[config.mk]
export PLATFORM = sky130hd
export DESIGN_NAME = rgwc_mul
export DESIGN_NICKNAME = d
export VERILOG_FILES = /design/src/design/rgwc_pkg.sv /design/src/design/rgwc_mul.sv
export SDC_FILE = /design/constraint.sdc
export NUM_CORES = 1
export LEC_CHECK = 0
export BUFFER_PORTS_ARGS = -buffer_cell sky130_fd_sc_hd__buf_2
export CAP_MARGIN = 20
export CORE_MARGIN = 4
export CORE_UTILIZATION = 62
export DETAILED_ROUTE_END_ITERATION = 10
export GPL_TIMING_DRIVEN = 0
export PLACE_DENSITY = 0.92
export SLEW_MARGIN = 20
export SYNTH_ARGS = -nofsm -noshare
export SYNTH_HDL_FRONTEND = slang
export SYNTH_SLANG_ARGS = --single-unit
[constraint.sdc]
create_clock -name clk -period 4.7 [get_ports clk]
set_input_delay 0.705 -clock clk [delete_from_list [all_inputs] [get_ports clk]]
set_output_delay 0.705 -clock clk [all_outputs]
set_load 0.02 [all_outputs]
[src/design/rgwc_pkg.sv]
// ----------------------------------------------------------------------------
// rgwc_pkg
// Shared types, constants and helpers for the RTT gradient window control.
// ----------------------------------------------------------------------------
package rgwc_pkg;

	// Ring of send times: default number of entries.
	localparam int unsigned RING_DEPTH_DEF = 256;

	// Configuration port.
	localparam int CFG_W     = 20;
	localparam int CFG_IDX_W = 3;

	// Serial multiplier: signed multiplicand, unsigned multiplier, one bit a cycle.
	localparam int MUL_A_W = 48;
	localparam int MUL_B_W = 18;
	localparam int PROD_W  = MUL_A_W + MUL_B_W;

	// Serial divider: unsigned, one quotient bit a cycle.
	localparam int DIV_N_W = 48;
	localparam int DIV_D_W = 32;

	// Window in unsigned Q16.16.
	localparam logic [31:0] WIN_ONE   = 32'h0001_0000;
	localparam logic [31:0] WIN_RESET = 32'h003C_0000;

	// Limits of the smoothed RTT difference, held as 52-bit signed sums.
	localparam logic signed [51:0] D_MAX = 52'sh0_7FFF_FFFF_FFFF;
	localparam logic signed [51:0] D_MIN = 52'shF_8000_0000_0000;

	// Statistics reset values.
	localparam logic signed [31:0] MIN_RTT_RESET  = 32'sd5000;
	localparam logic signed [31:0] PREV_RTT_RESET = 32'sd100;

	// Configuration register indexes.
	typedef enum logic [CFG_IDX_W-1:0] {
		REG_LOW    = 3'd0,
		REG_HIGH   = 3'd1,
		REG_STEP   = 3'd2,
		REG_ALPHA  = 3'd3,
		REG_BETA   = 3'd4,
		REG_WARMUP = 3'd5,
		REG_GRAD   = 3'd6
	} cfg_reg_t;

	// Kind of window adjustment reported with each result.
	typedef enum logic [2:0] {
		ADJ_NONE     = 3'd0,
		ADJ_LOW_ADD  = 3'd1,
		ADJ_HIGH_CUT = 3'd2,
		ADJ_GRAD_ADD = 3'd3,
		ADJ_GRAD_CUT = 3'd4
	} adj_t;

	// Event kinds.
	localparam logic KIND_SEND = 1'b0;
	localparam logic KIND_ACK  = 1'b1;

	// Sequencer states.
	typedef enum logic [3:0] {
		ST_IDLE,
		ST_SLOT,
		ST_READ,
		ST_EW1,
		ST_EW2,
		ST_ADD,
		ST_HDIV,
		ST_HMUL1,
		ST_HMUL2,
		ST_GDIV,
		ST_GMUL1,
		ST_GMUL2,
		ST_FIN
	} state_t;

	// Status of a serial arithmetic unit.
	typedef struct packed {
		logic busy;
		logic done;
	} unit_sts_t;

	// Saturate a window result to 32 bits, then floor it at 1.0.
	function automatic logic [31:0] win_limit(input logic [49:0] v);
		logic [31:0] s;
		begin
			s = (v > 50'h0_FFFF_FFFF) ? 32'hFFFF_FFFF : v[31:0];
			win_limit = (s < WIN_ONE) ? WIN_ONE : s;
		end
	endfunction

endpackage

[src/design/rgwc_mul.sv]
// ----------------------------------------------------------------------------
// rgwc_mul
// Bit-serial shift-add multiplier: signed multiplicand times unsigned
// multiplier, one multiplier bit per cycle, most significant bit first.
// ----------------------------------------------------------------------------
module rgwc_mul (
	input  logic                                clk,
	input  logic                                arst_n,
	input  logic                                start,
	input  logic signed [rgwc_pkg::MUL_A_W-1:0] mcand,
	input  logic [rgwc_pkg::MUL_B_W-1:0]        mplier,
	output logic signed [rgwc_pkg::PROD_W-1:0]  product,
	output rgwc_pkg::unit_sts_t                 sts
);
	import rgwc_pkg::*;

	localparam int CNT_W = $clog2(MUL_B_W + 1);

	logic [CNT_W-1:0]          cnt_q;
	logic                      done_q;
	logic signed [MUL_A_W-1:0] a_q;
	logic [MUL_B_W-1:0]        b_q;
	logic signed [PROD_W-1:0]  acc_q;
	logic signed [PROD_W-1:0]  a_ext;

	assign a_ext = {{(PROD_W - MUL_A_W){a_q[MUL_A_W-1]}}, a_q};

	// Step counter and completion flag.
	always_ff @(posedge clk or negedge arst_n) begin
		if (!arst_n) begin
			cnt_q  <= '0;
			done_q <= 1'b0;
		end else begin
			done_q <= 1'b0;
			if (start) begin
				cnt_q <= CNT_W'(MUL_B_W);
			end else if (cnt_q != '0) begin
				cnt_q <= cnt_q - 1'b1;
				if (cnt_q == CNT_W'(1)) begin
					done_q <= 1'b1;
				end
			end
		end
	end

	// Shift the multiplier out and accumulate the partial products.
	always_ff @(posedge clk) begin
		if (start) begin
			a_q   <= mcand;
			b_q   <= mplier;
			acc_q <= '0;
		end else if (cnt_q != '0) begin
			acc_q <= (acc_q <<< 1) + (b_q[MUL_B_W-1] ? a_ext : '0);
			b_q   <= {b_q[MUL_B_W-2:0], 1'b0};
		end
	end

	assign product  = acc_q;
	assign sts.busy = (cnt_q != '0);
	assign sts.done = done_q;

endmodule

* Yosys cells after proc, flatten, opt, wreduce, memory -nomap -nowiden
Index checks and enable logic that the tools add are counted.
** Word-level totals
- Register bits after elaboration :: 138
- Bits of input ports :: 69
- Output and inout bits :: 68
- Word-level logic and storage cells :: 18
** Cells by class
- $add $sub $neg :: 2
- Equal/unequal tests :: 1
- Multiplexer cells :: 8
- Reduce and logical (&&, ||, !) cells :: 2
** Operators with widths (number)
- $add 66x66->66 :: 1
- $mux 66 :: 1
- $mux 18 :: 2
- $mux 5 :: 2
- $eq 5x1->1 const B :: 1
- $reduce_bool 5->1 :: 1
- $sub 5x1->5 const B :: 1
- $mux 1 :: 3
- $reduce_bool 2->1 :: 1

* Longest topological paths before layout
Gate-level depths: netlist of run 1.
- Depth in word-level cells :: 4
- Gate-level depth with buffers :: 15
- Mapped depth without buffers :: 13

* Worst setup path after synthesis of run 1
No wires, ideal clock.
- Path kind :: register to register
- Start :: register b_q[17]
- End :: register acc_q[53], in the netlist product[53]
- Data arrival time :: 3.104 ns
- Path slack :: 1.479 ns
- Cell stages (with the launch flop) :: 15
- Path buffers :: 1
- Clock period less this slack :: 3.221 ns
- Cells stage by stage :: edfxtp_1 > clkbuf_1 > and2_1 > ha_1 > fa_1 > a21oi_1 > o21ai_2 > nand4_2 > a21oi_2 > a31oi_1 > o21bai_1 > and2_1 > a221o_1 > xor2_1 > a22o_1
** Between the ends
- Longest elaborated chain between the ends :: 2
** RTL lines
- start: declaration :: RTL line rgwc_mul.sv:22 : logic [MUL_B_W-1:0] b_q;
- start signal: assignment :: RTL line rgwc_mul.sv:50 : b_q <= mplier;
- start signal: assignment :: RTL line rgwc_mul.sv:54 : b_q <= {b_q[MUL_B_W-2:0], 1'b0};
- $mux 66 :: RTL line rgwc_mul.sv:53 : acc_q <= (acc_q <<< 1) + (b_q[MUL_B_W-1] ? a_ext : '0);
- $add 66x66->66 :: RTL line rgwc_mul.sv:53
- end signal: assignment :: RTL line rgwc_mul.sv:53
- end: declaration :: RTL line rgwc_mul.sv:23 : logic signed [PROD_W-1:0] acc_q;
Every way passes these cells.
A chain may end at the register's enable or synchronous reset.

* Worst setup path after layout of run 1
Same ends and word-level chain as after synthesis.

==> results of run 1 <==
[flip-flops by register name, indices dropped and copies added, names as in the netlist]
name and count:
product 66, a_q 48, done_q 1, b_q 18, cnt_q 5
[worst min-delay path by stage]
stage / from / end / slack, ns
6_report: arst_n / done_q / 0.10
2_1_floorplan: arst_n / cnt_q[0] / 0.41
5_1_grt: arst_n / cnt_q[1] / 0.10
4_1_cts: arst_n / cnt_q[2] / 0.1
3_3_place_gp: product[65] / product[65] / 0.43
3_5_place_dp: product[65] / product[65] / 0.44
[per-layer routing]
layer	wire length (µm)	vias to the layer above	global-route usage [%]
li1	-	3742	-
met1	9570	3627	35.7
met2	10700	368	46.3
met3	1970	49	8.34
met4	491	0	9.34
met5	0	-	0
[cell type report]
type | instances | area [µm²] | share of cell area, %
Multi-Input combinational cell | 745 | 4900 | 48.8
Sequential cell | 138 | 3450 | 34.4
Timing Repair Buffer | 136 | 683 | 6.80
Clock buffer | 18 | 429 | 4.27
Tap cell | 176 | 220 | 2.19
Buffer | 45 | 185 | 1.84
Clock inverter | 14 | 109 | 1.08
Inverter | 17 | 63.8 | 0.635
[cell usage in the layout (no fill, tap or decap), types with 5 or more instances in the layout]
master / count
edfxtp_1: 66
buf_2: 142
xor2_1: 23
o21ai_1: 6
o21ai_0: 45
and3_1: 5
a211oi_1: 17
dfxtp_1: 66
nand4_1: 16
nor2_1: 51
clkbuf_1: 31
mux2_2: 17
a21oi_1: 106
nand3_1: 10
a31oi_1: 12
inv_1: 16
dfrtp_1: 6
nand2_1: 145
a21o_1: 25
nor3_1: 14
and2_1: 51
o21bai_1: 22
clkbuf_16: 17
ha_1: 67
a221o_1: 5
xnor2_1: 40
[cells by family (layout without fill, tap and decap cells)]
logic type	after synthesis	in the layout	share of synthesized area, %
buffers and inverters	62	230	2.89
AOI/OAI and AO/OA	280	280	20.8
DFF	138	138	40.1
muxes	18	18	2.34
xor gates and xnor gates	63	63	6.41
and+or+nand+nor	316	316	17.4
adders and majority gates	68	68	9.98
[through the flow]
step / instance area, µm² / util, % / total power, mW / instances / setup WS [ns]
floorplan: 8600 / - / 3.27 / 945 / 1.48
global placement: 9500 / 70.9 / 3.80 / 1257 / 0.590
detailed placement: 9500 / 70.9 / 3.87 / 1257 / 0.540
CTS: 10000 / 74.9 / 5.11 / 1289 / 0.521
global route: 10000 / 75.0 / 5.43 / 1289 / 0.197
finish: 10000 / 75.0 / 5.14 / 1289 / 0.421
[power by group]
group	internal [mW]	total [mW]	switching [mW]
sequential	1.51	1.71	0.190
clock	0.717	1.23	0.515
combinational	0.838	2.21	1.37
total	3.07	5.14	2.07
[critical path, stage by stage (launching register included)]
cell and delay (ns):
edfxtp_1 0.45, clkbuf_1 0.43, clkbuf_1 0.32, and2_1 0.18, ha_1 0.22, buf_2 0.17, a21oi_1 0.18, o21ai_1 0.13
a32oi_1 0.33, o211ai_1 0.16, a31oi_1 0.47, o21bai_1 0.24, and2_1 0.22, a221o_1 0.32, xor2_1 0.15, a22o_1 0.21
==> key figures, run 1 <==
Pwr
  • Power Dens Cells: 512 nW/µm²
  • Leakage: between 4 and 5 nW
  • Peak VDD IR: roughly 0.00034 V

Detailed routing
  • DRC: 0
  • DR WL/cell: between 15 and 20 µm
  • Drt pass-1 iters: 5
  • Antenna Nets Post-Route: 0
  • Vias: a little under 8000
  • Avg Vias per Cell: ~6.0
  • Wirelength, routed: 22800 µm
  • First-iteration detailed-routing DRC count: about 860

Placed design
  • Hpwl dp: between 15000 and 20000 µm
  • Number of port buffers: ~140
  • Routability cong.: about 0.93

Die
  • Initial Utilization: between 60% and 70%
  • Die height: between 100 and 150 µm
  • Core ar.: 13400 µm²
  • Num rows: 42
  • Ports: 137
  • Die area: between 15000 and 20000 µm²
  • Width of the die: about 130 µm

Cells and area
  • Number of diodes: 0
  • Nets: 1237
  • Filler cell count: roughly 990
  • Layout area overhead: 16.8%
  • Layout cells sized above 1: 18.8%

Synth
  • Yosys warns: 0
  • Top post-synthesis cells by count: 145 x nand2_1, 106 x a21oi_1, 67 x ha_1
  • Synth top area share: 23.0%
  • Syn avg cell area: around 9.1 µm²
  • Asr flop ratio synth: under 10%
  • Mapped Area: about 8600 µm²
  • Largest cells by area after synthesis: edfxtp_1 23%, dfxtp_1 15%, ha_1 9.7%
  • Top FF cell, synth: edfxtp_1
  • Count leader, synth: nand2_1
  • Synth area leader: edfxtp_1
  • Register area share after synthesis: between 40% and 50%
  • EDFF count, synth: 66
  • Syn Inst Count: between 900 and 1000
  • Synthesized net count: between 1000 and 1500
  • FF+latch count, synth: between 100 and 150
  • Yosys cell types: 74

Worst setup path
  • R2r endpoint: product[53]
  • Worst EP required: 5.02 ns
  • Crit path capture: product[53]
  • CP Launch Type: flip-flop
  • Critical path endpoint category: flip-flop
  • R2r setup slk: roughly 0.42 ns
  • Crit Path Max Fanout: 10
  • Reg2Reg Launch Point: b_q[17]
  • CP startpoint: b_q[17]
  • Kind of critical path: flip-flop to flip-flop
  • Cells on worst reg2reg path: 15
  • Crit path arrival time: roughly 4.6 ns

STA
  • RSZ-0062 raised after global routing: false
  • Fmax: around 0.23 GHz
  • Worst Hold Margin: between 0.1 and 0.15 ns
  • Tightest Pin Transition: ~0.8 ns
  • Crit share post-route: between 90% and 100%
  • Total negative slack: 0 ns
  • Worst clock skew: 0.00813 ns
  • Max-slew violations: 0
  • Final setup vio count: 0
  • Fin crit period: roughly 4.3 ns
  • Rel. slew slack: 46.4%
  • Endpoints failing hold: 0

Global route
  • GRT Resource Usage Total: about 28%
  • First-pass GRT wire length: roughly 36000 µm
  • GR Overflow Total: 0
  • Initial antenna violation count: 0
  • Vias in the first global route: 7544
  • Largest net degree at the start of global routing: 50

CTS
  • Latest clock arrival within the worst-skew pair: ~0.43 ns
  • Clock sink total: around 140
  • Root Driver: clkbuf_16
  • Clock buffer depth: 2
  • CTS tree: yes
  • Worst-path clk slew: ~0.06 ns
  • CTS buffer count: 17
  • Post-CTS Setup Bufs: 0
  • H-tree depth: 4
  • CTS resizes: 0
  • Post-cts hold buffer count: 0

Job
  • Max Cap Violations: 0

Status
  • Status: finished, final reports clean

Worst hold path
  • Hold Path Class: primary input to asynchronous set/reset pin
(Power assumes the default switching activity.)
==> run 2: changes to the inputs <==
CORE_UTILIZATION = 60   (was 62)
PLACE_DENSITY = 0.9   (was 0.92)
RECOVER_POWER = 50   (was default)
==> run 2 against run 1 <==
The run now ends with max-capacitance violations, max-slew violations left. First-iteration DRC count grew 1.2%. Routed wire length down 2.6%. Critical endpoint unchanged. Cell count grew 0.31%. Clock-buffer cell count up 4. Clock skew is 0.0011 ns higher. Sequential power is essentially flat. Global-route usage is 0.41 points lower.
==> key figures, run 2 (synthesis gave the netlist of run 1 again) <==
Die
  • Width of the die: 128 µm (+1.6%)
  • Ports: 137 (unchanged)
  • Die height: 128 µm (+1.6%)
  • Initial Utilization: 61.5% (-2.7 points)
  • Die area: 16300 µm² (+3.1%)
  • Num rows: 43 (+2.4%)
  • Core ar.: 14000 µm² (+4.4%)

Worst setup path
  • Worst EP required: 5.02 ns (about the same)
  • CP Launch Type: flip-flop
  • R2r setup slk: 0.42 ns (about the same)
  • R2r endpoint: product[53]
  • Crit Path Max Fanout: 10 (unchanged)
  • Cells on worst reg2reg path: 15 (unchanged)
  • Critical path endpoint category: flip-flop
  • Kind of critical path: flip-flop to flip-flop
  • Crit path arrival time: 4.61 ns (about the same)
  • Reg2Reg Launch Point: b_q[17]

STA
  • Rel. slew slack: -84.3% (-130 points)
  • Max-slew violations: 50 (+50)
  • Fmax: 0.233 GHz (-0.11%)
  • Endpoints failing hold: 0 (unchanged)
  • RSZ-0062 raised after global routing: false
  • Tightest Pin Transition: 2.76 ns (+1.96 ns)
  • Worst clock skew: 0.00922 ns (+0.00109 ns)
  • Crit share post-route: 91.1% (+0.10 points)
  • Fin crit period: 4.28 ns (+0.00476 ns)
  • Final setup vio count: 0 (unchanged)
  • Total negative slack: 0 ns (unchanged)

CTS
  • CTS resizes: 0 (unchanged)
  • Root Driver: clkbuf_16
  • Worst-path clk slew: 0.06 ns (about the same)
  • Latest clock arrival within the worst-skew pair: 0.43 ns (about the same)
  • CTS buffer count: 17 (unchanged)
  • CTS tree: yes
  • Clock sink total: 138 (unchanged)
  • Post-cts hold buffer count: 0 (unchanged)
  • H-tree depth: 4 (unchanged)
  • Post-CTS Setup Bufs: 0 (unchanged)
  • Clock buffer depth: 2 (unchanged)

Cells and area
  • Most frequent cells in the layout: 145 x nand2_1, 106 x a21oi_1, 103 x buf_2, 75 x clkbuf_1, 67 x ha_1
  • Multi-input gate area: 4900 µm² (unchanged)
  • Layout area overhead: 16.3%
  • Number of diodes: 0 (unchanged)
  • Filler cell count: 1092 (+11%)
  • Largest register FFs: 66 (unchanged)
  • Nets: 1237 (unchanged)
  • Final std cells w/o fill: 1293 (+0.31%)
  • Commonest non-fill, non-tap cell in the layout: nand2_1
  • Layout cells sized above 1: 14.8% (-4.0 points)
  • Reg area: 3450 µm² (unchanged)

Job
  • Max Cap Violations: 1 (+1)

Pwr
  • Peak VDD IR: 0.000310 V (-9.5%)
  • Leakage: 4.31 nW (-3.2%)
  • Power Dens Cells: 513 nW/µm² (+0.25%)

Detailed routing
  • Avg Vias per Cell: 6.00 (-0.66%)
  • Wirelength, routed: 22200 µm (-2.6%)
  • Drt pass-1 iters: 5 (unchanged)
  • Antenna Nets Post-Route: 0 (unchanged)
  • DRC: 0 (unchanged)
  • First-iteration detailed-routing DRC count: 865 (+1.2%)
  • Vias: 7759 (-0.35%)
  • DR WL/cell: 17.1 µm (-2.9%)

Global route
  • Vias in the first global route: 7537 (-0.093%)
  • Initial antenna violation count: 0 (unchanged)
  • GR Overflow Total: 0 (unchanged)
  • Largest net degree at the start of global routing: 50 (unchanged)
  • First-pass GRT wire length: 36400 µm (+0.42%)
  • GRT Resource Usage Total: 27.7% (-0.41 points)

Placed design
  • Routability cong.: 0.931 (+0.12%)
  • Placed cell count: 1261 (+0.32%)
  • Hpwl dp: 16800 µm (-0.66%)
  • Number of port buffers: 136 (unchanged)

Worst hold path
  • Hold Path Class: primary input to asynchronous set/reset pin

Status
  • Failing checks: max-capacitance violations, max-slew violations
  • Status: complete, but fails checks
-- run 2: cell count changes in the layout (fill, tap and decap cells not counted), sizes merged --
| cell | before | now |
|---|---|---|
| bufinv | 1 | 2 |
| clkinvlp | 4 | 2 |
| clkbuf | 51 | 95 |
| clkinv | 9 | 6 |
| buf | 148 | 108 |
-- run 2: critical path, cell delays in order, from the launching register on --
cell and delay [ns]:
edfxtp_1 0.45, clkbuf_1 0.45, clkbuf_1 0.29, and2_1 0.17, ha_1 0.22, buf_2 0.17, a21oi_1 0.18, o21ai_1 0.13
a32oi_1 0.31, o211ai_1 0.14, a31oi_1 0.52, o21bai_1 0.25, and2_1 0.23, a221o_1 0.31, xor2_1 0.16, a22o_1 0.20
-- run 2: where the power goes --
part	leakage (nW)	total [mW]	internal [mW]	switching, mW
clock network	0.260	1.26	0.771	0.493
registers	1.28	1.71	1.52	0.198
logic	2.77	2.16	0.810	1.35
-- run 2: worst max-delay path by stage --
stage,start,to,slack (ns)
floorplan,b_q[17],product[53],1.48
global placement,b_q[17],product[53],0.58
detailed placement,b_q[17],product[53],0.51
CTS,b_q[17],product[53],0.47
global route,b_q[17],product[53],0.16
finish,b_q[17],product[53],0.42
-- run 2: layout make-up --
cell class | instances | area share [%]
Buffer | 45 | 1.85
Clock buffer | 22 | 4.44
Clock inverter | 10 | 1.01
Inverter | 17 | 0.638
Multi-Input combinational cell | 745 | 49.0
Sequential cell | 138 | 34.5
Tap cell | 180 | 2.25
Timing Repair Buffer | 136 | 6.30
-- run 2: stage by stage --
stage               worst slack [ns]  area (µm²)  power [mW]  util (%)  hold slack (ns)
finish                         0.417       10000        5.13      71.5            0.157
global placement               0.577        9510        3.80      68.0            0.433
global route                   0.165       10000        5.45      71.5            0.162
floorplan                       1.48        8600        3.27         -            0.409
CTS                            0.472       10100        5.14      71.9           0.0840
detailed placement             0.509        9510        3.86      68.0            0.441
-- run 2: layer usage --
| metal | vias up | share of wire [%] | GRT usage (%) |
|---|---|---|---|
| met4 | 0 | 2.6 | 11.1 |
| met1 | 3621 | 42 | 36.8 |
| met5 | - | 0 | 0 |
| li1 | 3744 | - | - |
| met2 | 340 | 46 | 44.2 |
| met3 | 54 | 8.5 | 6.21 |
