==> src/design/rgwc_pkg.sv <==
// ----------------------------------------------------------------------------
// rgwc_pkg
// Shared types, constants and helpers for the RTT gradient window control.
// ----------------------------------------------------------------------------
package rgwc_pkg;

	// Ring of send times: default number of entries.
	localparam int unsigned RING_DEPTH_DEF = 256;

	// Configuration port.
	localparam int CFG_W     = 20;
	localparam int CFG_IDX_W = 3;

	// Serial multiplier: signed multiplicand, unsigned multiplier, one bit a cycle.
	localparam int MUL_A_W = 48;
	localparam int MUL_B_W = 18;
	localparam int PROD_W  = MUL_A_W + MUL_B_W;

	// Serial divider: unsigned, one quotient bit a cycle.
	localparam int DIV_N_W = 48;
	localparam int DIV_D_W = 32;

	// Window in unsigned Q16.16.
	localparam logic [31:0] WIN_ONE   = 32'h0001_0000;
	localparam logic [31:0] WIN_RESET = 32'h003C_0000;

	// Limits of the smoothed RTT difference, held as 52-bit signed sums.
	localparam logic signed [51:0] D_MAX = 52'sh0_7FFF_FFFF_FFFF;
	localparam logic signed [51:0] D_MIN = 52'shF_8000_0000_0000;

	// Statistics reset values.
	localparam logic signed [31:0] MIN_RTT_RESET  = 32'sd5000;
	localparam logic signed [31:0] PREV_RTT_RESET = 32'sd100;

	// Configuration register indexes.
	typedef enum logic [CFG_IDX_W-1:0] {
		REG_LOW    = 3'd0,
		REG_HIGH   = 3'd1,
		REG_STEP   = 3'd2,
		REG_ALPHA  = 3'd3,
		REG_BETA   = 3'd4,
		REG_WARMUP = 3'd5,
		REG_GRAD   = 3'd6
	} cfg_reg_t;

	// Kind of window adjustment reported with each result.
	typedef enum logic [2:0] {
		ADJ_NONE     = 3'd0,
		ADJ_LOW_ADD  = 3'd1,
		ADJ_HIGH_CUT = 3'd2,
		ADJ_GRAD_ADD = 3'd3,
		ADJ_GRAD_CUT = 3'd4
	} adj_t;

	// Event kinds.
	localparam logic KIND_SEND = 1'b0;
	localparam logic KIND_ACK  = 1'b1;

	// Sequencer states.
	typedef enum logic [3:0] {
		ST_IDLE,
		ST_SLOT,
		ST_READ,
		ST_EW1,
		ST_EW2,
		ST_ADD,
		ST_HDIV,
		ST_HMUL1,
		ST_HMUL2,
		ST_GDIV,
		ST_GMUL1,
		ST_GMUL2,
		ST_FIN
	} state_t;

	// Status of a serial arithmetic unit.
	typedef struct packed {
		logic busy;
		logic done;
	} unit_sts_t;

	// Saturate a window result to 32 bits, then floor it at 1.0.
	function automatic logic [31:0] win_limit(input logic [49:0] v);
		logic [31:0] s;
		begin
			s = (v > 50'h0_FFFF_FFFF) ? 32'hFFFF_FFFF : v[31:0];
			win_limit = (s < WIN_ONE) ? WIN_ONE : s;
		end
	endfunction

endpackage

==> src/design/rgwc_div.sv <==
// ----------------------------------------------------------------------------
// rgwc_div
// Bit-serial restoring divider: unsigned dividend and divisor, one quotient
// bit per cycle. The divisor is never zero when the unit is started.
// ----------------------------------------------------------------------------
module rgwc_div (
	input  logic                         clk,
	input  logic                         arst_n,
	input  logic                         start,
	input  logic [rgwc_pkg::DIV_N_W-1:0] dividend,
	input  logic [rgwc_pkg::DIV_D_W-1:0] divisor,
	output logic [rgwc_pkg::DIV_N_W-1:0] quotient,
	output logic [rgwc_pkg::DIV_D_W-1:0] remainder,
	output rgwc_pkg::unit_sts_t          sts
);
	import rgwc_pkg::*;

	localparam int CNT_W = $clog2(DIV_N_W + 1);

	logic [CNT_W-1:0]   cnt_q;
	logic               done_q;
	logic [DIV_N_W-1:0] num_q;
	logic [DIV_D_W-1:0] den_q;
	logic [DIV_D_W-1:0] rem_q;
	logic [DIV_D_W:0]   trial;
	logic [DIV_D_W:0]   diff;
	logic               qbit;

	// One trial subtraction per cycle.
	always_comb begin
		trial = {rem_q, num_q[DIV_N_W-1]};
		diff  = trial - {1'b0, den_q};
		qbit  = (trial >= {1'b0, den_q});
	end

	// Step counter and completion flag.
	always_ff @(posedge clk or negedge arst_n) begin
		if (!arst_n) begin
			cnt_q  <= '0;
			done_q <= 1'b0;
		end else begin
			done_q <= 1'b0;
			if (start) begin
				cnt_q <= CNT_W'(DIV_N_W);
			end else if (cnt_q != '0) begin
				cnt_q <= cnt_q - 1'b1;
				if (cnt_q == CNT_W'(1)) begin
					done_q <= 1'b1;
				end
			end
		end
	end

	// Dividend shifts out as quotient bits shift in.
	always_ff @(posedge clk) begin
		if (start) begin
			num_q <= dividend;
			den_q <= divisor;
			rem_q <= '0;
		end else if (cnt_q != '0) begin
			num_q <= {num_q[DIV_N_W-2:0], qbit};
			rem_q <= qbit ? diff[DIV_D_W-1:0] : trial[DIV_D_W-1:0];
		end
	end

	assign quotient  = num_q;
	assign remainder = rem_q;
	assign sts.busy  = (cnt_q != '0);
	assign sts.done  = done_q;

endmodule

==> config.mk <==
export PLATFORM = sky130hd
export DESIGN_NAME = rgwc_div
export DESIGN_NICKNAME = d
export VERILOG_FILES = /design/src/design/rgwc_pkg.sv /design/src/design/rgwc_div.sv
export SDC_FILE = /design/constraint.sdc
export NUM_CORES = 1
export LEC_CHECK = 0
export BUFFER_PORTS_ARGS = -buffer_cell sky130_fd_sc_hd__buf_2
export CAP_MARGIN = 20
export CORE_MARGIN = 2
export CORE_UTILIZATION = 54
export CTS_BUF_LIST = sky130_fd_sc_hd__clkbuf_16
export CTS_CLUSTER_DIAMETER = 50
export CTS_CLUSTER_SIZE = 28
export DETAILED_ROUTE_END_ITERATION = 12
export PLACE_DENSITY = 0.88
export SYNTH_ARGS = -nofsm -noshare
export SYNTH_HDL_FRONTEND = slang
export SYNTH_SLANG_ARGS = --single-unit
==> constraint.sdc <==
create_clock -name clk -period 3.86 [get_ports clk]
set_input_delay 0.386 -clock clk [delete_from_list [all_inputs] [get_ports clk]]
set_output_delay 0.386 -clock clk [all_outputs]
set_load 0.01 [all_outputs]
Word level (Yosys, flattened, before mapping)
Index checks and enable logic that the tools add are counted.

Register bits: 119. Memories: 0. Output and inout bits: 82. Latch bits: 0. RAM bits: 0. Bits in read-only memories: 0.

Multipliers: 0. Shift operators: 0. Order comparisons: 1. Div/mod/pow operators: 0. Equality and inequality tests: 1. Bitwise operators: 0. Mux-type cells: 8. Add/sub/neg operators: 2. Reductions and logical operators: 2.

Operators with widths (number): $mux W48 (2); $ge A33 B32 Y1 (1); $mux W32 (1); $sub A32 B32 Y32 (1); $mux W6 (2); $eq A6 B1 Y1 const B (1); $reduce_bool A6 Y1 (1); $sub A6 B1 Y6 const B (1); $mux W1 (3); $reduce_bool A2 Y1 (1).

Depth between registers and ports, before layout
Gate-level depths: netlist of the first run.

Depth after elaboration: 4. Gate-level depth with buffers: 13. Depth with buffers taken out: 12.

Worst setup path after synthesis of the first run
No wires, ideal clock.

Path kind: reg2reg. Start point: register cnt_q[2]. End point: register num_q[0], in the netlist quotient[0] (enable). Stages on the path, launching flop included: 6. Path slack: 1.032 ns. Data arrival time: 2.239 ns. Required time: 3.271 ns. Buffers on the path: 2. Cell sequence: dfrtp_1 > nor3_1 > and3b_1 > clkbuf_1 > clkbuf_1 > nand2b_1.

Cells in the longest elaborated chain, start to end: 2.

Ends and longest elaborated chain: start, declared (RTL line rgwc_div.sv:20) `logic [CNT_W-1:0] cnt_q;`; start signal, assigned (RTL line rgwc_div.sv:44) `cnt_q <= CNT_W'(DIV_N_W);`; start signal, assigned (RTL line rgwc_div.sv:46) `cnt_q <= cnt_q - 1'b1;`; $reduce_bool A6 Y1 (RTL line rgwc_div.sv:60) `end else if (cnt_q != '0) begin`; $reduce_bool A2 Y1 (no line); end signal, assigned (RTL line rgwc_div.sv:57) `num_q <= dividend;`; end signal, assigned (RTL line rgwc_div.sv:61) `num_q <= {num_q[DIV_N_W-2:0], qbit};`; end, declared (RTL line rgwc_div.sv:22) `logic [DIV_N_W-1:0] num_q;`.

Every way passes these cells. A chain may end at the register's enable or synchronous reset.

Worst setup path in the final report of the first run
Start point: register num_q[47], in the netlist quotient[47]. End point: register rem_q[28], in the netlist remainder[28].

Cells in the longest elaborated chain, start to end: 2. Elaborated cells on any way between the ends: 3. Those cells by class: add/sub: 1; order compare: 1; mux: 1.

Ends and longest elaborated chain: $sub A32 B32 Y32 / $ge A33 B32 Y1 (equally long branches) (RTL line rgwc_div.sv:32, rgwc_div.sv:33); $mux W32 (*) (RTL line rgwc_div.sv:62) `rem_q <= qbit ? diff[DIV_D_W-1:0] : trial[DIV_D_W-1:0];`; end signal, assigned (RTL line rgwc_div.sv:62); end, declared (RTL line rgwc_div.sv:24) `logic [DIV_D_W-1:0] rem_q;`.

Every way passes the cells marked *; elsewhere a longest branch is shown, timed or not.

==> results of run 1 <==
==> kinds of logic (layout without fill, tap and decap cells) <==
logic type,after synthesis,count (layout)
compound gates,153,153
flops,119,119
xor+xnor,25,25
simple gates,184,184
buf+inv,81,252
mux,58,58
fa+ha+maj,35,35
==> through the flow <==
stage	cell area, µm²	total power, mW	util, %	hold slack, ps	cells
5_1_grt	8329	5.483	68.49	125.3	994
3_5_place_dp	7731	3.600	63.57	231.4	961
4_1_cts	8329	5.183	68.49	128.1	994
6_report	8329	5.176	68.49	140.5	994
3_3_place_gp	7731	3.557	63.57	225.8	961
2_1_floorplan	6788	3.093	-	90.41	655
==> Yosys cell counts, types with 5 or more instances <==
cell	n
nand4_1	8
mux2_2	49
a21o_1	12
o21ai_0	17
xnor2_1	15
nor2_1	64
a21oi_1	43
buf_4	5
dfxtp_1	32
nor2b_1	5
buf_2	6
o21ai_1	6
ha_1	34
inv_1	46
nand2b_1	6
nand2_1	43
a311oi_1	7
xor2_1	10
mux2i_1	9
a211oi_1	27
dfrtp_1	7
clkbuf_1	19
edfxtp_1	80
nor3_1	21
nand3_1	11
==> area by class of cell <==
cell class	instances	area [µm²]	share of cell area, %
Multi-Input combinational cell	455	3243	38.94
Inverter	47	176.4	2.118
Clock buffer	17	425.4	5.107
Clock inverter	15	162.7	1.953
Sequential cell	119	3218	38.64
Timing Repair Buffer	173	893.4	10.73
Tap cell	168	210.2	2.524
==> power by group through the flow <==
stage | registers, mW | logic, mW | clock network, mW
3_3_place_gp | 1.76 | 1.80 | 0
6_report | 1.75 | 1.86 | 1.57
3_5_place_dp | 1.77 | 1.83 | 0
4_1_cts | 1.75 | 1.85 | 1.59
2_1_floorplan | 1.82 | 1.28 | 0
5_1_grt | 1.78 | 2.05 | 1.65
==> cell usage in the layout, fill, tap and decap left out, types with 5 or more instances in the layout <==
master,n
buf_2,163
edfxtp_1,80
nor2_1,64
inv_1,49
mux2_2,49
a21oi_1,43
nand2_1,43
ha_1,34
dfxtp_1,32
a211oi_1,27
nor3_1,21
o21ai_0,17
clkbuf_16,17
xnor2_1,15
a21o_1,12
nand3_1,11
xor2_1,10
mux2i_1,9
buf_4,9
nand4_1,8
a311oi_1,7
dfrtp_1,7
o21ai_1,6
nand2b_1,5
nor2b_1,5
==> metal layers <==
| metal | wire (µm) | share of wire [%] |
|---|---|---|
| met2 | 8119 | 49 |
| met3 | 1272 | 7.7 |
| met4 | 316 | 1.9 |
| met1 | 6781 | 41 |
| met5 | 0 | 0 |
==> worst max-delay path, stage by stage, from the launching register on <==
cell      delay, ps
edfxtp_1        380
inv_1            60
ha_1            190
inv_1            70
fa_1            200
a21o_1          150
nand4_1         160
a211oi_1        370
nor3_2          150
o21ai_1         340
a311oi_1        150
or4_1           420
a211oi_1        190
==> repair_timing <==
| action | in CTS | in global routing |
|---|---|---|
| setup endpoints to repair | 0 | 0 |
| hold buffers | 1 | 0 |
| endpoints found under the hold margin | 7 | 0 |
==> flip-flops by register name (all words and copies together) (netlist names) <==
| signal | count |
|---|---|
| den_q | 32 |
| remainder | 32 |
| quotient | 48 |
| cnt_q | 6 |
| done_q | 1 |
==> worst max path at each step <==
stage / startpoint / end / slack, ps / cells after the start
2_1_floorplan: cnt_q[2]$_DFFE_PN0P_ / quotient[0]$_DFFE_PP_ / 1030 / 5
3_3_place_gp: den_q[16]$_DFFE_PP_ / remainder[28]$_SDFFE_PP0P_ / 1060 / 10
3_5_place_dp: den_q[16]$_DFFE_PP_ / remainder[28]$_SDFFE_PP0P_ / 980 / 10
4_1_cts: den_q[16]$_DFFE_PP_ / remainder[28]$_SDFFE_PP0P_ / 980 / 10
5_1_grt: den_q[16]$_DFFE_PP_ / remainder[28]$_SDFFE_PP0P_ / 770 / 10
6_report: quotient[47]$_DFFE_PP_ / remainder[28]$_SDFFE_PP0P_ / 940 / 12
==> qor.yml, run 1 <==
status: "complete, no violations"
yosys-top-cells-area: "edfxtp_1 (35%), dfxtp_1 (9.4%), mux2_2 (8.1%)"
holdPathEnd: "den_q[27]$_DFFE_PP_"
synth_compound_area_share_pct: 15.47
drc: 0
n_fill_cell: 935
maxSlewHeadroom_pct: 53.53
synth_area_per_cell_um2: 10.36
post_cts_buffers: 0
tightest_slew_ps: 696.3
grtUsageMet3_pct: 9.030
root_buffer: "clkbuf_16"
pin_count: 165
synth_edf_count: 80
skew_ps: 7.656
crit_type: "reg2reg"
cts_resized: 0
hold_depth: 1
synthXorXnorAreaFrac_pct: 3.226
rsz0062_at_grt: "false"
max-clock-path-buffers: 2
hpwlAfterDp_mm: 12.03
min_period_over_period_pct: 75.58
die_y_um: 116.1
yosysTopAreaCell: "edfxtp_1"
grt_pass1_wl_mm: 26.54
fmax_mhz: 342.8
firstDrtPassIters: 5
crit_path_end_kind: "flip-flop"
htreeDepth: 4
die-area_um2: 13480
cellPowerDensity_nw_per_um2: 621.5
drive_gt1_share_pct: 31.23
sw_frac_of_total_pct: 34.95
place_ws_ps: 977.2
synthAdderAreaFrac_pct: 6.562
grt_max_degree: 49
layout_setup_ws_ps: 942.6
slew_violations: 0
syn-instance-count: 655
min-delay-start: "divisor[27]"
antenna_found_initial: 0
portBuffers: 164
finalSetupViolations: 0
row_count: 40
sequentialPowerShare_pct: 33.7
coreArea_um2: 12160
diodes: 0
p_int_mw: 3.367
required_ps: 4200
r2r-start: "quotient[47]$_DFFE_PP_"
grt-ovfl-total: 0
synth_top_area_share_pct: 35.39
hold_viol_final: 0
p_leak_nw: 3.767
cts.sinks: 119
numCtsBuffers: 17
fin_nets: 931
fin_setup_tns_ps: 0
dr.first_iter.drc_count: 296
routedWlPerCell_um: 16.59
die_w_um: 116.1
tritoncts: "built"
r2r-end: "remainder[28]$_SDFFE_PP0P_"
seq_area_frac_synth_pct: 47.41
vias: 5597
antenna_left: 0
cap_violations: 0
vias_per_cell: 5.631
grt_busiest_layer: "met2"
worst-path-max-fanout: 5
yosys.cell_types.count: 69
grt_pass1_vias: 5576
async_reset_ff_share_pct: 5.882
syn-num-nets: 773
fin_crit_ps: 2917
synth_top_family_by_area: "compound AO/OA/AOI/OAI gates"
routabilityCongestion: 0.9241
ff2ff_setup_slack_ps: 940
grt_usage_pct: 25.48
critPathLaunchType: "flip-flop"
synth_flop_cell: "edfxtp_1"
wirelength_mm: 16.49
p_clk_share_pct: 30.3
clk_latency_ps: 420
met2_usage_pct: 43.39
ir_worst_vdd_v: 0.0003537
syn_area_um2: 6788
p_sw_mw: 1.809
grtUsageMet1_pct: 30.35
path_clk_slew_ps: 60
synthSimpleGateAreaFrac_pct: 12.90
reg2regPathDepth: 12
hold_class: "in2reg"
worstPathArrival_ps: 3250
synth_seq_cells: 119
synthMuxAreaShare_pct: 9.456
initial_core_util_pct: 55.81
comb_power_share_pct: 35.9
area_growth_syn_to_layout_pct: 22.71
ys_warn_count: 0
Note: power is estimated with default switching activity, not from simulation.
==> run 2, diff against run 1 <==
--- a/config.mk
+++ b/config.mk
@@ -5,15 +5,16 @@
 export SDC_FILE = /design/constraint.sdc
 export NUM_CORES = 1
 export LEC_CHECK = 0
+export ABC_AREA = 1
 export BUFFER_PORTS_ARGS = -buffer_cell sky130_fd_sc_hd__buf_2
 export CAP_MARGIN = 20
 export CORE_MARGIN = 2
-export CORE_UTILIZATION = 54
+export CORE_UTILIZATION = 50
 export CTS_BUF_LIST = sky130_fd_sc_hd__clkbuf_16
 export CTS_CLUSTER_DIAMETER = 50
 export CTS_CLUSTER_SIZE = 28
 export DETAILED_ROUTE_END_ITERATION = 12
-export PLACE_DENSITY = 0.88
+export PLACE_DENSITY = 0.84
 export SYNTH_ARGS = -nofsm -noshare
 export SYNTH_HDL_FRONTEND = slang
 export SYNTH_SLANG_ARGS = --single-unit
==> constraint.sdc (replaced) <==
create_clock -name clk -period 2.4 [get_ports clk]
set_input_delay 0.24 -clock clk [delete_from_list [all_inputs] [get_ports clk]]
set_output_delay 0.24 -clock clk [all_outputs]
set_load 0.01 [all_outputs]
==> qor.yml, run 2 <==
grt_pass1_wl_mm: 33.96  # +28%
synth_compound_area_share_pct: 3.400  # -12 points
clk_latency_ps: 420  # about the same
multi_input_area_um2: 3582  # +10%
crit_type: "reg2reg"
hold_viol_final: 0  # unchanged
slew_violations: 0  # unchanged
syn-num-nets: 1178  # +52%
synth_top_family_by_area: "simple AND/OR/NAND/NOR gates"
grt_pass1_vias: 7111  # +28%
synthMuxAreaShare_pct: 0  # -9.5 points
finalSetupViolations: 0  # unchanged
portBuffers: 164  # unchanged
seqCellArea_um2: 3218  # unchanged
yosysTopAreaCell: "edfxtp_1"
die_w_um: 127.4  # +9.8%
cap_violations: 0  # unchanged
worst-path-max-fanout: 18  # +13
tightest_slew_ps: 509.2  # -187.1 ps
synth_flop_cell: "edfxtp_1"
syn-instance-count: 1060  # +62%
async_reset_ff_share_pct: 5.882  # unchanged
grt-ovfl-total: 0  # unchanged
ys_warn_count: 0  # unchanged
routabilityCongestion: 0.9658  # +4.5%
yosys-top-cells-area: "edfxtp_1 (32%), nand2_1 (22%), inv_1 (8.7%)"
hold_class: "in2reg"
fin_crit_ps: 2235  # -682.0 ps
crit_path_end_kind: "flip-flop"
antenna_found_initial: 0  # unchanged
numCtsBuffers: 17  # unchanged
grt_max_degree: 59  # +20%
tritoncts: "built"
yosys.cell_types.count: 42  # -39%
syn_area_um2: 7619  # +12%
area_growth_syn_to_layout_pct: 26.46
max-clock-path-buffers: 2  # unchanged
wirelength_mm: 21.39  # +30%
crit_chain: "ha_1 > nand2_2 > nor2_2 > and3_1 > nand2_2 > nor2_8 > nor2_8 > nand2_4 > buf_12 > nand2_1 > nand3_1 > nand2_1"
seq_area_frac_synth_pct: 42.24  # -5.2 points
path_clk_slew_ps: 60  # about the same
slowest_stage: "ha_1"
firstDrtPassIters: 5  # unchanged
cp-startpoint: "remainder[23]$_SDFFE_PP0P_"
ir_worst_vdd_v: 0.0007030  # +99%
die_y_um: 127.4  # +9.8%
dp_cells: 1407  # +46%
coreArea_um2: 15030  # +24%
grt_usage_pct: 26.62  # +1.1 points
maxSlewHeadroom_pct: 66.06  # +13 points
synthSimpleGateAreaFrac_pct: 35.67  # +23 points
initial_core_util_pct: 50.68  # -5.1 points
fin_nets: 1386  # +49%
synth_edf_count: 80  # unchanged
vias_per_cell: 5.040  # -10%
synth_top_area_share_pct: 31.53  # -3.9 points
fmax_mhz: 447.4  # +31%
vias: 7404  # +32%
min_period_over_period_pct: 93.14  # +18 points
synth_seq_cells: 119  # unchanged
largest_reg_flops: 48  # unchanged
antenna_left: 0  # unchanged
dr.first_iter.drc_count: 518  # +75%
root_buffer: "clkbuf_16"
row_count: 45  # +13%
synth_area_per_cell_um2: 7.187  # -31%
r2r-start: "remainder[23]$_SDFFE_PP0P_"
mostFrequentLayoutCells: "nand2_1 (444), inv_1 (175), buf_2 (164)"
critPathLaunchType: "flip-flop"
cts.sinks: 119  # unchanged
die-area_um2: 16240  # +20%
synthAdderAreaFrac_pct: 5.847  # -0.72 points
synthXorXnorAreaFrac_pct: 1.724  # -1.5 points
pin_count: 165  # unchanged
routedWlPerCell_um: 14.56  # -12%
cellPowerDensity_nw_per_um2: 1089  # +75%
synth_common_cells: "nand2_1 (450), inv_1 (177), edfxtp_1 (80)"
p_total_mw: 10.49  # +100%
cpPeakStageDelay_ps: 460  # +40 ps
worstPathArrival_ps: 2540  # -710 ps
n_fill_cell: 1311  # +40%
p_leak_nw: 5.324  # +41%
min-delay-start: "divisor[1]"
status: "complete, no violations"
drive_gt1_share_pct: 20.92  # -10 points
synth.most_common_cell: "nand2_1"
holdWs_ps: 12.47  # -128.1 ps
diodes: 0  # unchanged
hpwlAfterDp_mm: 16.01  # +33%
rsz0062_at_grt: "false"
required_ps: 2710  # -1490 ps
final_cells: 1469  # +48%
drc: 0  # unchanged
skew_ps: 14.33  # +6.673 ps
layout_commonest_cell: "nand2_1"
htreeDepth: 4  # unchanged
==> run 2: cell types whose count changed after synthesis, sizes merged, moves of 11 or more <==
cell | previous run | this run
a211oi | 27 | 1
a21o | 12 | 1
a21oi | 44 | 25
inv | 47 | 184
mux2 | 49 | 0
nand2 | 44 | 465
nand3 | 11 | 81
nand3b | 1 | 17
nor2 | 64 | 51
nor3 | 22 | 4
==> run 2: critical path: cells and delay by family (launching register included) <==
| kind | cells | cell delay (ps) |
|---|---|---|
| buffers and inverters | 1 | 160 |
| adder cells (fa/ha/maj) | 1 | 460 |
| AND/OR/NAND/NOR | 10 | 1150 |
| flip-flops | 1 | 350 |
==> run 2: path summary, 6_finish.rpt <==
kind                                              end  slack (ps)  cells past startpoint
setup / recovery           remainder[22]$_SDFFE_PP0P_         160                     12
hold reg to reg            remainder[10]$_SDFFE_PP0P_         480                      2
hold / removal                     den_q[1]$_DFFE_PP_          10                      1
max in group asynchronous        cnt_q[3]$_DFFE_PN0P_        2040                      2
setup reg to reg           remainder[22]$_SDFFE_PP0P_         160                     12
min in group asynchronous        cnt_q[2]$_DFFE_PN0P_         190                      2
==> run 2: through the flow <==
step	cell area, µm²	TNS [ps]	setup WS (ps)	utilization (%)
after detailed placement	8750	-1.611	-1.611	58.20
after global routing	9634	0	5.530	64.09
after CTS	9608	0	39.66	63.91
after global placement	8750	0	57.80	58.20
final	9634	0	164.6	64.09
after floorplan	7620	0	219.5	-
==> run 2: kinds of logic (layout without fill, tap and decap cells) <==
| group | count (synthesis) | after routing |
|---|---|---|
| flops | 119 | 119 |
| compound gates | 47 | 47 |
| buf+inv | 212 | 433 |
| fa+ha+maj | 35 | 35 |
| simple gates | 632 | 632 |
| xor+xnor | 15 | 15 |
==> run 2: timing repair <==
item                                    4_1_cts  5_1_grt
endpoints found under the setup margin        1        7
pin swaps                                     0        1
resized for setup                             1       10
hold buffers                                 30        0
hold endpoints to repair                     36        0
buffers inserted                              0        0
==> run 2: layer usage <==
layer,up-vias,GRT usage (%),share of wire [%]
met5,-,0,0
met4,0,10.02,2.5
met3,37,5.486,7.1
met2,305,46.18,48
met1,3356,32.70,42
li1,3706,-,-
==> run 2: report_power, final <==
part	switching [mW]	internal, mW
clock network	1.01	1.42
logic	3.16	2.01
registers	0.290	2.59
==> run 2: layout make-up <==
class	count	area share, %
Inverter	185	7.208
Clock buffer	17	4.416
Tap cell	188	2.442
Multi-Input combinational cell	729	37.18
Timing Repair Buffer	216	14.00
Sequential cell	119	33.40
Clock inverter	15	1.351
==> run 3, diff against run 2 <==
--- a/config.mk
+++ b/config.mk
@@ -14,7 +14,8 @@
 export CTS_CLUSTER_DIAMETER = 50
 export CTS_CLUSTER_SIZE = 28
 export DETAILED_ROUTE_END_ITERATION = 12
-export PLACE_DENSITY = 0.84
+export PLACE_DENSITY = 0.85
 export SYNTH_ARGS = -nofsm -noshare
 export SYNTH_HDL_FRONTEND = slang
 export SYNTH_SLANG_ARGS = --single-unit
+export TNS_END_PERCENT = 10
==> qor.yml, run 3 (same netlist as run 2, synthesis figures left out) <==
status: "complete, no violations"
ff2ff_setup_slack_ps: 170  # about the same
skew_ps: 13.40  # -0.9304 ps
row_count: 45  # unchanged
htreeDepth: 4  # unchanged
drive_gt1_share_pct: 20.90  # about the same
grt_usage_pct: 27.19  # +0.57 points
critPathLaunchType: "flip-flop"
hpwlAfterDp_mm: 16.24  # +1.4%
fin_crit_ps: 2235  # -0.5340 ps
fin_nets: 1387  # +0.072%
wirelength_mm: 21.82  # +2.0%
fin_setup_tns_ps: 0  # unchanged
r2r-end: "remainder[28]$_SDFFE_PP0P_"
crit_type: "reg2reg"
antenna_found_initial: 0  # unchanged
routabilityCongestion: 0.9624  # -0.35%
cap_violations: 0  # unchanged
finalSetupViolations: 0  # unchanged
path_clk_slew_ps: 60  # about the same
vias_per_cell: 4.998  # -0.84%
maxSlewHeadroom_pct: 69.74  # +3.7 points
worstPathArrival_ps: 2560  # +20 ps
dr.first_iter.drc_count: 470  # -9.3%
coreArea_um2: 15030  # unchanged
p_total_mw: 10.69  # +1.9%
p_leak_nw: 5.360  # +0.67%
portBuffers: 164  # unchanged
cts.sinks: 119  # unchanged
numCtsBuffers: 17  # unchanged
mostFrequentLayoutCells: "nand2_1 (445), inv_1 (177), buf_2 (164)"
ir_worst_vdd_v: 0.0006160  # -12%
hold_viol_final: 0  # unchanged
layout_commonest_cell: "nand2_1"
n_fill_cell: 1292  # -1.4%
min_period_over_period_pct: 93.12  # about the same
die_w_um: 127.4  # unchanged
crit_path_end_kind: "flip-flop"
rsz0062_at_grt: "true"
area_growth_syn_to_layout_pct: 27.20
stdcell_area_um2: 9691  # +0.58%
tightest_slew_ps: 453.2  # -55.96 ps
multi_input_area_um2: 3586  # +0.10%
slew_violations: 0  # unchanged
cp-endpoint: "remainder[28]$_SDFFE_PP0P_"
grt_pass1_vias: 7084  # -0.38%
worst-path-max-fanout: 4  # -14
drc: 0  # unchanged
grt_pass1_wl_mm: 34.65  # +2.0%
grt_max_degree: 82  # +39%
diodes: 0  # unchanged
firstDrtPassIters: 5  # unchanged
required_ps: 2720  # about the same
seqCellArea_um2: 3218  # unchanged
cellPowerDensity_nw_per_um2: 1103  # +1.3%
pin_count: 165  # unchanged
die-area_um2: 16240  # unchanged
clk_latency_ps: 420  # about the same
max-clock-path-buffers: 2  # unchanged
vias: 7347  # -0.77%
root_buffer: "clkbuf_16"
initial_core_util_pct: 50.68  # unchanged
largest_reg_flops: 48  # unchanged
die_y_um: 127.4  # unchanged
routedWlPerCell_um: 14.84  # +1.9%
cp-startpoint: "quotient[47]$_DFFE_PP_"
hold_class: "in2reg"
holdWs_ps: 12.74  # +0.2701 ps
tritoncts: "built"
r2r-start: "quotient[47]$_DFFE_PP_"
grt-ovfl-total: 0  # unchanged
placed_cell_area_um2: 8750  # unchanged
reg2regPathDepth: 16  # +4
final_util_pct: 64.46  # +0.37 points
antenna_left: 0  # unchanged
fmax_mhz: 447.5  # about the same
run 3: cell types whose count changed in the layout (fill, tap and decap cells not counted), sizes merged:
cell / before / now
bufinv: 1 / 3
clkinv: 8 / 5
buf: 186 / 189
dlygate4sd3: 30 / 28
inv: 187 / 188
run 3: area by class of cell:
cell class                 instances  share of cell area (%)
clock buffer                      17                   4.390
clock inverter                    15                   1.821
inverter                         185                   7.166
multi-input combinational        729                   37.00
sequential                       119                   33.21
tap                              188                   2.427
timing repair buffer             217                   13.98
run 3: metal layers:
metal  global-route usage (%)  wire length, µm  up-vias
li1                         -                -     3705
met1                    33.20             9065     3351
met2                    47.50            10850      254
met3                    6.072             1351       37
met4                    9.308              550        0
met5                        0                0        -
run 3: per-stage QoR:
step,std cells,setup WS [ps]
after floorplan,1060,219.5
after global placement,1407,29.55
after detailed placement,1407,-40.60
after CTS,1466,74.45
after global routing,1470,-26.95
final,1470,165.2
run 3: worst min-delay path by stage:
stage,from,end,slack (ps),depth (start not counted)
2_1_floorplan,arst_n,cnt_q[0]$_DFFE_PN0P_,-60,0
3_3_place_gp,arst_n,done_q$_DFF_PN0_,80,1
3_5_place_dp,arst_n,done_q$_DFF_PN0_,80,1
4_1_cts,divisor[22],den_q[22]$_DFFE_PP_,0.8,1
5_1_grt,divisor[28],den_q[28]$_DFFE_PP_,0.4,1
6_report,divisor[29],den_q[29]$_DFFE_PP_,10,1
run 3: power breakdown:
group | switching (mW) | internal (mW)
Clock | 0.997 | 1.63
Sequential | 0.284 | 2.59
Combinational | 3.16 | 2.02
run 3: repair_timing:
item,in CTS,in global routing
pin swaps,0,3
hold buffers,27,1
endpoints found under the setup margin,2,26
endpoints found under the hold margin,33,1
resized for setup,2,8
cloned,0,0
buffers inserted,0,3
run 3: critical path: stages (launching register included):
cell,delay [ps]
edfxtp_1,380
inv_1,90
ha_1,150
inv_1,90
fa_2,410
nand3_2,120
nand3_4,100
nand2_1,100
nand2_2,100
nand2_1,80
nand2_1,100
nand2_2,110
nand2_1,60
nand2_1,60
nand3_1,60
nand2_1,80
nand2_1,50
